**config.mk**
```make
export PLATFORM = sky130hd
export DESIGN_NAME = mod_q_rejection_sampler
export DESIGN_NICKNAME = d
export VERILOG_FILES = /design/src/rtl/core/mqrs_pkg.sv /design/src/rtl/core/mqrs_screen.sv /design/src/rtl/core/mqrs_drain.sv /design/src/rtl/core/mod_q_rejection_sampler.sv
export VERILOG_INCLUDE_DIRS = /design/src /design/src/rtl/core
export SDC_FILE = /design/constraint.sdc
export NUM_CORES = 1
export LEC_CHECK = 0
export BUFFER_PORTS_ARGS = -buffer_cell sky130_fd_sc_hd__buf_4
export CORE_ASPECT_RATIO = 0.9
export CORE_MARGIN = 2
export CORE_UTILIZATION = 50
export CTS_CLUSTER_SIZE = 40
export DETAILED_ROUTE_END_ITERATION = 16
export PLACE_DENSITY = 0.76
export SYNTH_ARGS = -nofsm -noshare
export SYNTH_HDL_FRONTEND = slang
export SYNTH_HIERARCHICAL = 1
export SYNTH_SLANG_ARGS = --single-unit
```
**constraint.sdc**
```tcl
create_clock -name clk -period 6.25 [get_ports clk]
set_clock_uncertainty 0.2 [all_clocks]
set_input_delay 0.3125 -clock clk [delete_from_list [all_inputs] [get_ports clk]]
set_output_delay 0.3125 -clock clk [all_outputs]
set_load 0.01 [all_outputs]
```
**src/rtl/core/assert_macros.svh**
```systemverilog
// shared assertion shorthands for the rejection sampler
`ifndef ASSERT_MACROS_SVH
`define ASSERT_MACROS_SVH

// condition must hold at every edge outside reset
`define MQRS_ASSERT_ALWAYS(lbl, cond, msg) \
    lbl: assert property (@(posedge clk) disable iff (!rst_n) (cond)) else $error(msg);

// antecedent implies consequent in the same cycle
`define MQRS_ASSERT_IMPLY(lbl, ante, cons, msg) \
    lbl: assert property (@(posedge clk) disable iff (!rst_n) (ante) |-> (cons)) else $error(msg);

`endif

```
**src/rtl/core/mqrs_pkg.sv**
```systemverilog
package mqrs_pkg;

    localparam int NUM_CAND   = 8;
    localparam int CAND_W     = 24;
    localparam int COEF_W     = 23;
    localparam int BOUND_W    = 24;
    localparam int NCAND_W    = 4;
    localparam int INDEX_W    = 8;
    localparam int APB_DATA_W = 32;
    localparam int APB_ADDR_W = 3;

    localparam logic [COEF_W-1:0]  CAND_MASK   = 23'h7FFFFF;
    localparam logic [BOUND_W-1:0] BOUND_RESET = 24'd8380417;

    // register index decoded from paddr[2]
    typedef enum logic {
        REG_BOUND = 1'b0
    } reg_idx_t;

    typedef struct packed {
        logic [CAND_W-1:0]  candidate_0;
        logic [CAND_W-1:0]  candidate_1;
        logic [CAND_W-1:0]  candidate_2;
        logic [CAND_W-1:0]  candidate_3;
        logic [CAND_W-1:0]  candidate_4;
        logic [CAND_W-1:0]  candidate_5;
        logic [CAND_W-1:0]  candidate_6;
        logic [CAND_W-1:0]  candidate_7;
        logic [NCAND_W-1:0] valid_candidates;
        logic               new_polynomial;
    } cand_item_t;

    typedef struct packed {
        logic [COEF_W-1:0]  coefficient;
        logic [INDEX_W-1:0] coeff_index;
        logic               run_last;
        logic               poly_done;
    } coef_item_t;

    // drain stage status toward the top level
    typedef struct packed {
        logic emit;   // a coefficient leaves the drain this cycle
        logic free;   // the item register can take a new request
    } drain_stat_t;

endpackage

```
**src/rtl/core/mqrs_screen.sv**
```systemverilog
module mqrs_screen #(
    parameter int LANES = 8
) (
    input  mqrs_pkg::cand_item_t           item,
    input  logic [mqrs_pkg::BOUND_W-1:0]   bound,
    output logic [LANES-1:0]               keep,
    output logic [mqrs_pkg::COEF_W-1:0]    vals [LANES]
);
    import mqrs_pkg::*;

    logic [CAND_W-1:0] cands [NUM_CAND];

    assign cands[0] = item.candidate_0;
    assign cands[1] = item.candidate_1;
    assign cands[2] = item.candidate_2;
    assign cands[3] = item.candidate_3;
    assign cands[4] = item.candidate_4;
    assign cands[5] = item.candidate_5;
    assign cands[6] = item.candidate_6;
    assign cands[7] = item.candidate_7;

    // lane index below LANES also clamps an oversized count
    always_comb
    begin
        for (int i = 0; i < LANES; i++)
        begin
            vals[i] = cands[i][COEF_W-1:0] & CAND_MASK;
            keep[i] = (NCAND_W'(i) < item.valid_candidates)
                      && ({1'b0, vals[i]} < bound);
        end
    end

endmodule

```
**src/rtl/core/mqrs_drain.sv**
```systemverilog
`include "assert_macros.svh"

module mqrs_drain #(
    parameter int LANES           = 8,
    parameter int COEFFS_PER_POLY = 256
) (
    input  logic                          clk,
    input  logic                          rst_n,
    input  logic                          load,
    input  logic                          new_poly,
    input  logic [LANES-1:0]              keep_in,
    input  logic [mqrs_pkg::COEF_W-1:0]   vals_in [LANES],
    input  logic                          slot_open,
    output mqrs_pkg::drain_stat_t         stat,
    output mqrs_pkg::coef_item_t          result
);
    import mqrs_pkg::*;

    localparam int CNT_W = $clog2(COEFFS_PER_POLY + 1);
    localparam logic [CNT_W-1:0] CNT_FULL = CNT_W'(COEFFS_PER_POLY);
    localparam logic [CNT_W-1:0] CNT_LAST = CNT_W'(COEFFS_PER_POLY - 1);

    logic [LANES-1:0]  mask_reg, mask_next;
    logic              busy_reg, busy_next;
    logic [CNT_W-1:0]  count_reg, count_next;
    logic [COEF_W-1:0] vals_reg [LANES];

    logic [LANES-1:0]  low_bit;
    logic [LANES-1:0]  rest;
    logic [COEF_W-1:0] pick;
    logic              full;
    logic              last;
    logic              emit;
    logic              done;

    // lowest kept lane goes first
    assign low_bit = mask_reg & (~mask_reg + LANES'(1));
    assign rest    = mask_reg & ~low_bit;
    assign full    = (count_reg >= CNT_FULL);
    assign last    = (rest == '0) || (count_reg == CNT_LAST);
    assign emit    = busy_reg && !full && slot_open;
    assign done    = busy_reg && (full || (emit && last));

    always_comb
    begin
        pick = '0;
        for (int i = 0; i < LANES; i++)
        begin
            if (low_bit[i])
            begin
                pick = pick | vals_reg[i];
            end
        end
    end

    assign result.coefficient = pick;
    assign result.coeff_index = INDEX_W'(count_reg);
    assign result.run_last    = last;
    assign result.poly_done   = (count_reg == CNT_LAST);

    assign stat.emit = emit;
    assign stat.free = !busy_reg || done;

    always_comb
    begin
        mask_next  = mask_reg;
        busy_next  = busy_reg;
        count_next = count_reg;
        if (emit)
        begin
            mask_next  = rest;
            count_next = count_reg + CNT_W'(1);
        end
        if (done)
        begin
            busy_next = 1'b0;
        end
        if (load)
        begin
            mask_next = keep_in;
            busy_next = |keep_in;
            if (new_poly)
            begin
                count_next = '0;
            end
        end
    end

    always_ff @(posedge clk or negedge rst_n)
    begin
        if (!rst_n)
        begin
            mask_reg  <= '0;
            busy_reg  <= 1'b0;
            count_reg <= '0;
        end
        else
        begin
            mask_reg  <= mask_next;
            busy_reg  <= busy_next;
            count_reg <= count_next;
        end
    end

    always_ff @(posedge clk)
    begin
        if (load)
        begin
            vals_reg <= vals_in;
        end
    end

    `MQRS_ASSERT_ALWAYS(a_count_range, count_reg <= CNT_FULL, "accepted count past polynomial size")
    `MQRS_ASSERT_IMPLY(a_emit_has_lane, emit, mask_reg != '0, "emit with no kept lane left")
    `MQRS_ASSERT_IMPLY(a_load_when_free, load, !busy_reg || done, "item register overwritten while busy")

endmodule

```
**src/rtl/core/mod_q_rejection_sampler.sv**
```systemverilog
// path: a request waits in the drain's item register; its coefficients leave via the output register
// throughput: one coefficient per cycle unless coef_stall holds the output; a request holds
//   the drain while its kept candidates (up to LANES) leave, until the polynomial is full, is
//   cleared without output when the polynomial is already full, and does not hold it when none
//   is kept; the next request enters at the edge where the last coefficient of the current one leaves
// reset: rst_n clears the accepted count, all valid flags and sets the bound to 8380417
`include "assert_macros.svh"

module mod_q_rejection_sampler #(
    parameter int LANES           = 8,
    parameter int COEFFS_PER_POLY = 256
) (
    input  logic                              clk,
    input  logic                              rst_n,
    // configuration port
    input  logic                              psel,
    input  logic                              penable,
    input  logic                              pwrite,
    input  logic [mqrs_pkg::APB_ADDR_W-1:0]   paddr,
    input  logic [mqrs_pkg::APB_DATA_W-1:0]   pwdata,
    output logic [mqrs_pkg::APB_DATA_W-1:0]   prdata,
    output logic                              pready,
    // candidate requests
    input  logic                              cand_valid,
    output logic                              cand_stall,
    input  mqrs_pkg::cand_item_t              cand_data,
    // coefficient requests
    output logic                              coef_valid,
    input  logic                              coef_stall,
    output mqrs_pkg::coef_item_t              coef_data
);
    import mqrs_pkg::*;

    // acceptance bound register
    logic [BOUND_W-1:0] bound_reg;
    reg_idx_t           reg_sel;
    logic               cfg_write;

    // output register
    logic               out_valid_reg, out_valid_next;
    coef_item_t         out_reg;

    // screening and drain
    logic [LANES-1:0]   keep;
    logic [COEF_W-1:0]  vals [LANES];
    drain_stat_t        stat;
    coef_item_t         result;
    logic               slot_open;
    logic               cand_take;

    // one register; byte address 0, paddr[2] selects it
    assign reg_sel   = reg_idx_t'(paddr[2]);
    assign pready    = 1'b1;
    assign cfg_write = psel && penable && pwrite && pready;

    always_ff @(posedge clk or negedge rst_n)
    begin
        if (!rst_n)
        begin
            bound_reg <= BOUND_RESET;
        end
        else if (cfg_write && (reg_sel == REG_BOUND))
        begin
            bound_reg <= pwdata[BOUND_W-1:0];
        end
    end

    always_comb
    begin
        case (reg_sel)
            REG_BOUND: prdata = APB_DATA_W'(bound_reg);
            default:   prdata = '0;
        endcase
    end

    // the item register takes a request once its current one is drained,
    // even if that happens in this very cycle
    assign cand_stall = !stat.free;
    assign cand_take  = cand_valid && !cand_stall;

    // candidate screening: mask to 23 bits, compare with the bound, count lanes
    mqrs_screen #(
        .LANES (LANES)
    ) u_screen (
        .item  (cand_data),
        .bound (bound_reg),
        .keep  (keep),
        .vals  (vals)
    );

    // output register takes a new coefficient when empty or being read
    assign slot_open = !out_valid_reg || !coef_stall;

    // picks kept lanes in order and tracks the coefficient count
    mqrs_drain #(
        .LANES           (LANES),
        .COEFFS_PER_POLY (COEFFS_PER_POLY)
    ) u_drain (
        .clk       (clk),
        .rst_n     (rst_n),
        .load      (cand_take),
        .new_poly  (cand_data.new_polynomial),
        .keep_in   (keep),
        .vals_in   (vals),
        .slot_open (slot_open),
        .stat      (stat),
        .result    (result)
    );

    always_comb
    begin
        out_valid_next = out_valid_reg;
        if (slot_open)
        begin
            out_valid_next = stat.emit;
        end
    end

    always_ff @(posedge clk or negedge rst_n)
    begin
        if (!rst_n)
        begin
            out_valid_reg <= 1'b0;
        end
        else
        begin
            out_valid_reg <= out_valid_next;
        end
    end

    always_ff @(posedge clk)
    begin
        if (stat.emit)
        begin
            out_reg <= result;
        end
    end

    assign coef_valid = out_valid_reg;
    assign coef_data  = out_reg;

    // the final coefficient of a polynomial always closes its request
    `MQRS_ASSERT_IMPLY(a_done_is_last, out_valid_reg && out_reg.poly_done, out_reg.run_last, "poly_done alone")
    // a coefficient only leaves the drain into a free output slot
    `MQRS_ASSERT_IMPLY(a_emit_into_slot, stat.emit, slot_open, "emit into held slot")
    // the input is only stalled while a coefficient moves or the output is held
    `MQRS_ASSERT_IMPLY(a_stall_needs_work, cand_stall, stat.emit || !slot_open, "idle stall")

endmodule

```
==> results.sh <==
export IMPL_outcome="completed"
export IMPL_initial_core_util=0.512
export IMPL_wirelength_mm=43.3
export IMPL_rsz0062_at_grt="no"
export IMPL_pwr_share_seq=0.402
export IMPL_max_cap_violations=0
export IMPL_avgSynthCellArea_sq_um=12.3
export IMPL_grt_pass1_vias=11497
export IMPL_combPwrFrac=0.350
export IMPL_rows=60
export IMPL_worst_slew_pin_transition_ps=1010
export IMPL_hold_path_class="input pin to register"
export IMPL_synthMuxAreaShare=0.0224
export IMPL_hold_viol_final=0
export IMPL_dp_hpwl_mm=30.6
export IMPL_slew_violations=0
export IMPL_critPathKind="register to register"
export IMPL_post_cts_resized=0
export IMPL_yosys_warnings=6
export IMPL_setup_viol=0
export IMPL_firstDrtPassIters=5
export IMPL_crit_arrival_ps=4170
export IMPL_synth_compound_area_share=0.134
export IMPL_path_buf_inv=2
export IMPL_grt_max_degree=77
export IMPL_ant_nets=0
export IMPL_layout_min_cycle_time_ps=3910
export IMPL_drc=0
export IMPL_io_pins=307
export IMPL_cts_tree="done"
export IMPL_cts_path_max_buffers=3
export IMPL_switching_share=0.343
export IMPL_insertion_delay_ps=550
export IMPL_grt_pass1_wl_mm=64.6
export IMPL_crit_reg2reg_launch="u_drain/mask_reg[0]$_DFFE_PN0P_"
export IMPL_fin_nets=1966
export IMPL_detailedPlace_worstSlack_ps=2320
export IMPL_leakagePower_uw=0.00828
export IMPL_power_internal_uw=4730
export IMPL_p_sw_uw=2470
export IMPL_coreArea_sq_um=30100
export IMPL_peakVddDrop_v=0.000281
export IMPL_maxSlewHeadroom=0.326
export IMPL_path_cells="nor3_2, buf_4, nand4_1, nand3_1, a21bo_2, and2_4, buf_4, o21ai_0, a31oi_1"
export IMPL_synth_edf_count=217
export IMPL_synth_simple_area_share=0.0759
export IMPL_start_kind="register"
export IMPL_viasPerCell=5.70
export IMPL_critical_path_top_delay_family="simple AND/OR/NAND/NOR gates"
export IMPL_synth_async_sr_flop_share=0.165
export IMPL_synth_seq_cells=260
export IMPL_synth_fa_ha_area_frac=0.145
export IMPL_critPathMaxStageDelay_ps=750
export IMPL_synth_top_family_by_area="adder cells"
export IMPL_cts_sinks=260
export IMPL_synth_ff_type="edfxtp_1"
export IMPL_fin_crit_sh=0.626
export IMPL_cp_startpoint="u_drain/mask_reg[0]$_DFFE_PN0P_"
export IMPL_path_max_fanout=76
export IMPL_crit_top_cell="buf_4"
export IMPL_areaGrowthSynthToFinish_pct=26.6
export IMPL_dieArea_sq_um=32200
export IMPL_setup_tns_final_ps=0
export IMPL_setup_slack_ps=2340
export IMPL_post_cts_buffers=0
export IMPL_max_freq_mhz=255
export IMPL_clkTransAtPathRegs_ps=60
export IMPL_fp_dieW_um=189
export IMPL_synthCells=1250
export IMPL_gp_congestion=0.905
export IMPL_htreeDepth=1
export IMPL_io_buffers=279
export IMPL_worstHoldStart="cand_data[4]"
export IMPL_synth_xor_area_share=0.00284
export IMPL_drtIter0Drc=838
export IMPL_die_h_um=171
export IMPL_antenna_found_initial=6
export IMPL_synth_cell_types=67
export IMPL_syn_area_sq_um=15400
export IMPL_wl_per_cell_um=21.9
export IMPL_worstSetupEndpointType="register"
export IMPL_grt_overflow=0
export IMPL_ys_seq_area_frac=0.494
export IMPL_clockRootBuffer="clkbuf_16"
export IMPL_pwr_share_clk=0.247
export IMPL_fillerInstances=2177
export IMPL_cts_buffers=29
export IMPL_crit_slowest_cell="dfrtp_2"
export IMPL_drive_gt1_frac=0.246
export IMPL_via_count=11278
export IMPL_largest_reg_flops=184
export IMPL_hold_buffers=210
export IMPL_grt_total_usage=0.263
export IMPL_cp_required_ps=6500
export IMPL_powerDensity_nw_per_um2=369
-- cells in the mapped netlist (25+ instances only) --
cell type	instances	area [sq um]
edfxtp_1	217	6520
buf_4	205	1540
ha_1	179	2240
a21oi_1	57	285
inv_1	55	206
nor2b_1	53	332
nand2_1	40	150
dfrtp_1	32	801
a21o_1	29	218
o221ai_1	28	245
nor2_1	27	101
o21ai_0	26	130
clkbuf_1	25	93.8
nand4_1	25	156
-- per-layer routing --
layer | vias up | routed length, um | GRT usage | share of wire
met5 | - | 11 | 0 | 0.00025
met4 | 2 | 1690 | 0.108 | 0.039
met3 | 112 | 3280 | 0.0486 | 0.076
met2 | 574 | 20300 | 0.433 | 0.47
met1 | 5399 | 18000 | 0.344 | 0.42
li1 | 5191 | - | - | -
-- final cells by class --
cell class / count / area (sq um) / area share
flip-flops and latches: 260 / 7610 / 0.390
multi-input cells: 702 / 5900 / 0.303
repair buffers: 499 / 4270 / 0.219
clock buffers: 32 / 747 / 0.0383
well taps: 403 / 504 / 0.0259
clock inverters: 22 / 246 / 0.0126
inverters: 56 / 210 / 0.0108
diodes: 5 / 12.5 / 0.000642
-- worst register-to-register path, delay by kind of cell, from the launching register on --
family	cells	cell delay, ps
buf+inv	2	950
compound gates	3	540
flops	1	750
simple gates	4	1380
-- kinds of logic after synthesis --
group	Yosys count
buf+inv	295
other cells	2
simple gates	207
xor+xnor	5
fa+ha+maj	179
mux	24
flops	260
compound gates	278
-- metrics by stage --
stage                util  area, sq um  cells  power [uW]  hold slack, ps
global route        0.648        19500   1979        7530            83.0
global placement    0.545        16400   1710        5150             140
finish              0.648        19500   1979        7200            52.8
CTS                 0.647        19500   1974        7140            17.5
floorplan               -        15400   1257        4420            -183
detailed placement  0.545        16400   1710        5260             147
-- cells in the final DEF, fill, tap and decap left out, drive strengths merged, types with 10 or more instances in the layout --
cell           n
a211oi        13
a21o          30
a21oi         58
a221oi        24
a222oi        23
a22o          23
buf          289
clkbuf        32
clkinv        12
dfrtp         32
dfstp         11
dlygate4sd3  210
edfxtp       217
ha           179
inv           56
mux2          24
nand2         40
nand3         12
nand4         25
nand4b        10
nor2          27
nor2b         53
nor3          10
o21ai         34
o221ai        28
-- final timing paths --
kind / cells past startpoint / end / slack [ps]
max in group asynchronous: 2 / u_drain/mask_reg[0]$_DFFE_PN0P_ / 5310
min: 5 / u_drain/mask_reg[7]$_DFFE_PN0P_ / 50
max reg2reg: 9 / u_drain/busy_reg$_DFFE_PN0P_ / 2340
min in group asynchronous: 2 / u_drain/count_reg[6]$_DFF_PN0_ / 110
max: 9 / u_drain/busy_reg$_DFFE_PN0P_ / 2340
min reg2reg: 0 / coef_data[8]$_DFFE_PP_ / 300
-- power by group through the flow --
stage / logic [uW] / clock network [uW] / registers [uW]
2_1_floorplan: 1550 / 0 / 2870
3_3_place_gp: 2240 / 0 / 2900
3_5_place_dp: 2340 / 0 / 2920
4_1_cts: 2460 / 1790 / 2890
5_1_grt: 2720 / 1860 / 2950
6_report: 2520 / 1780 / 2900
Note: power is estimated with default switching activity, not from simulation.
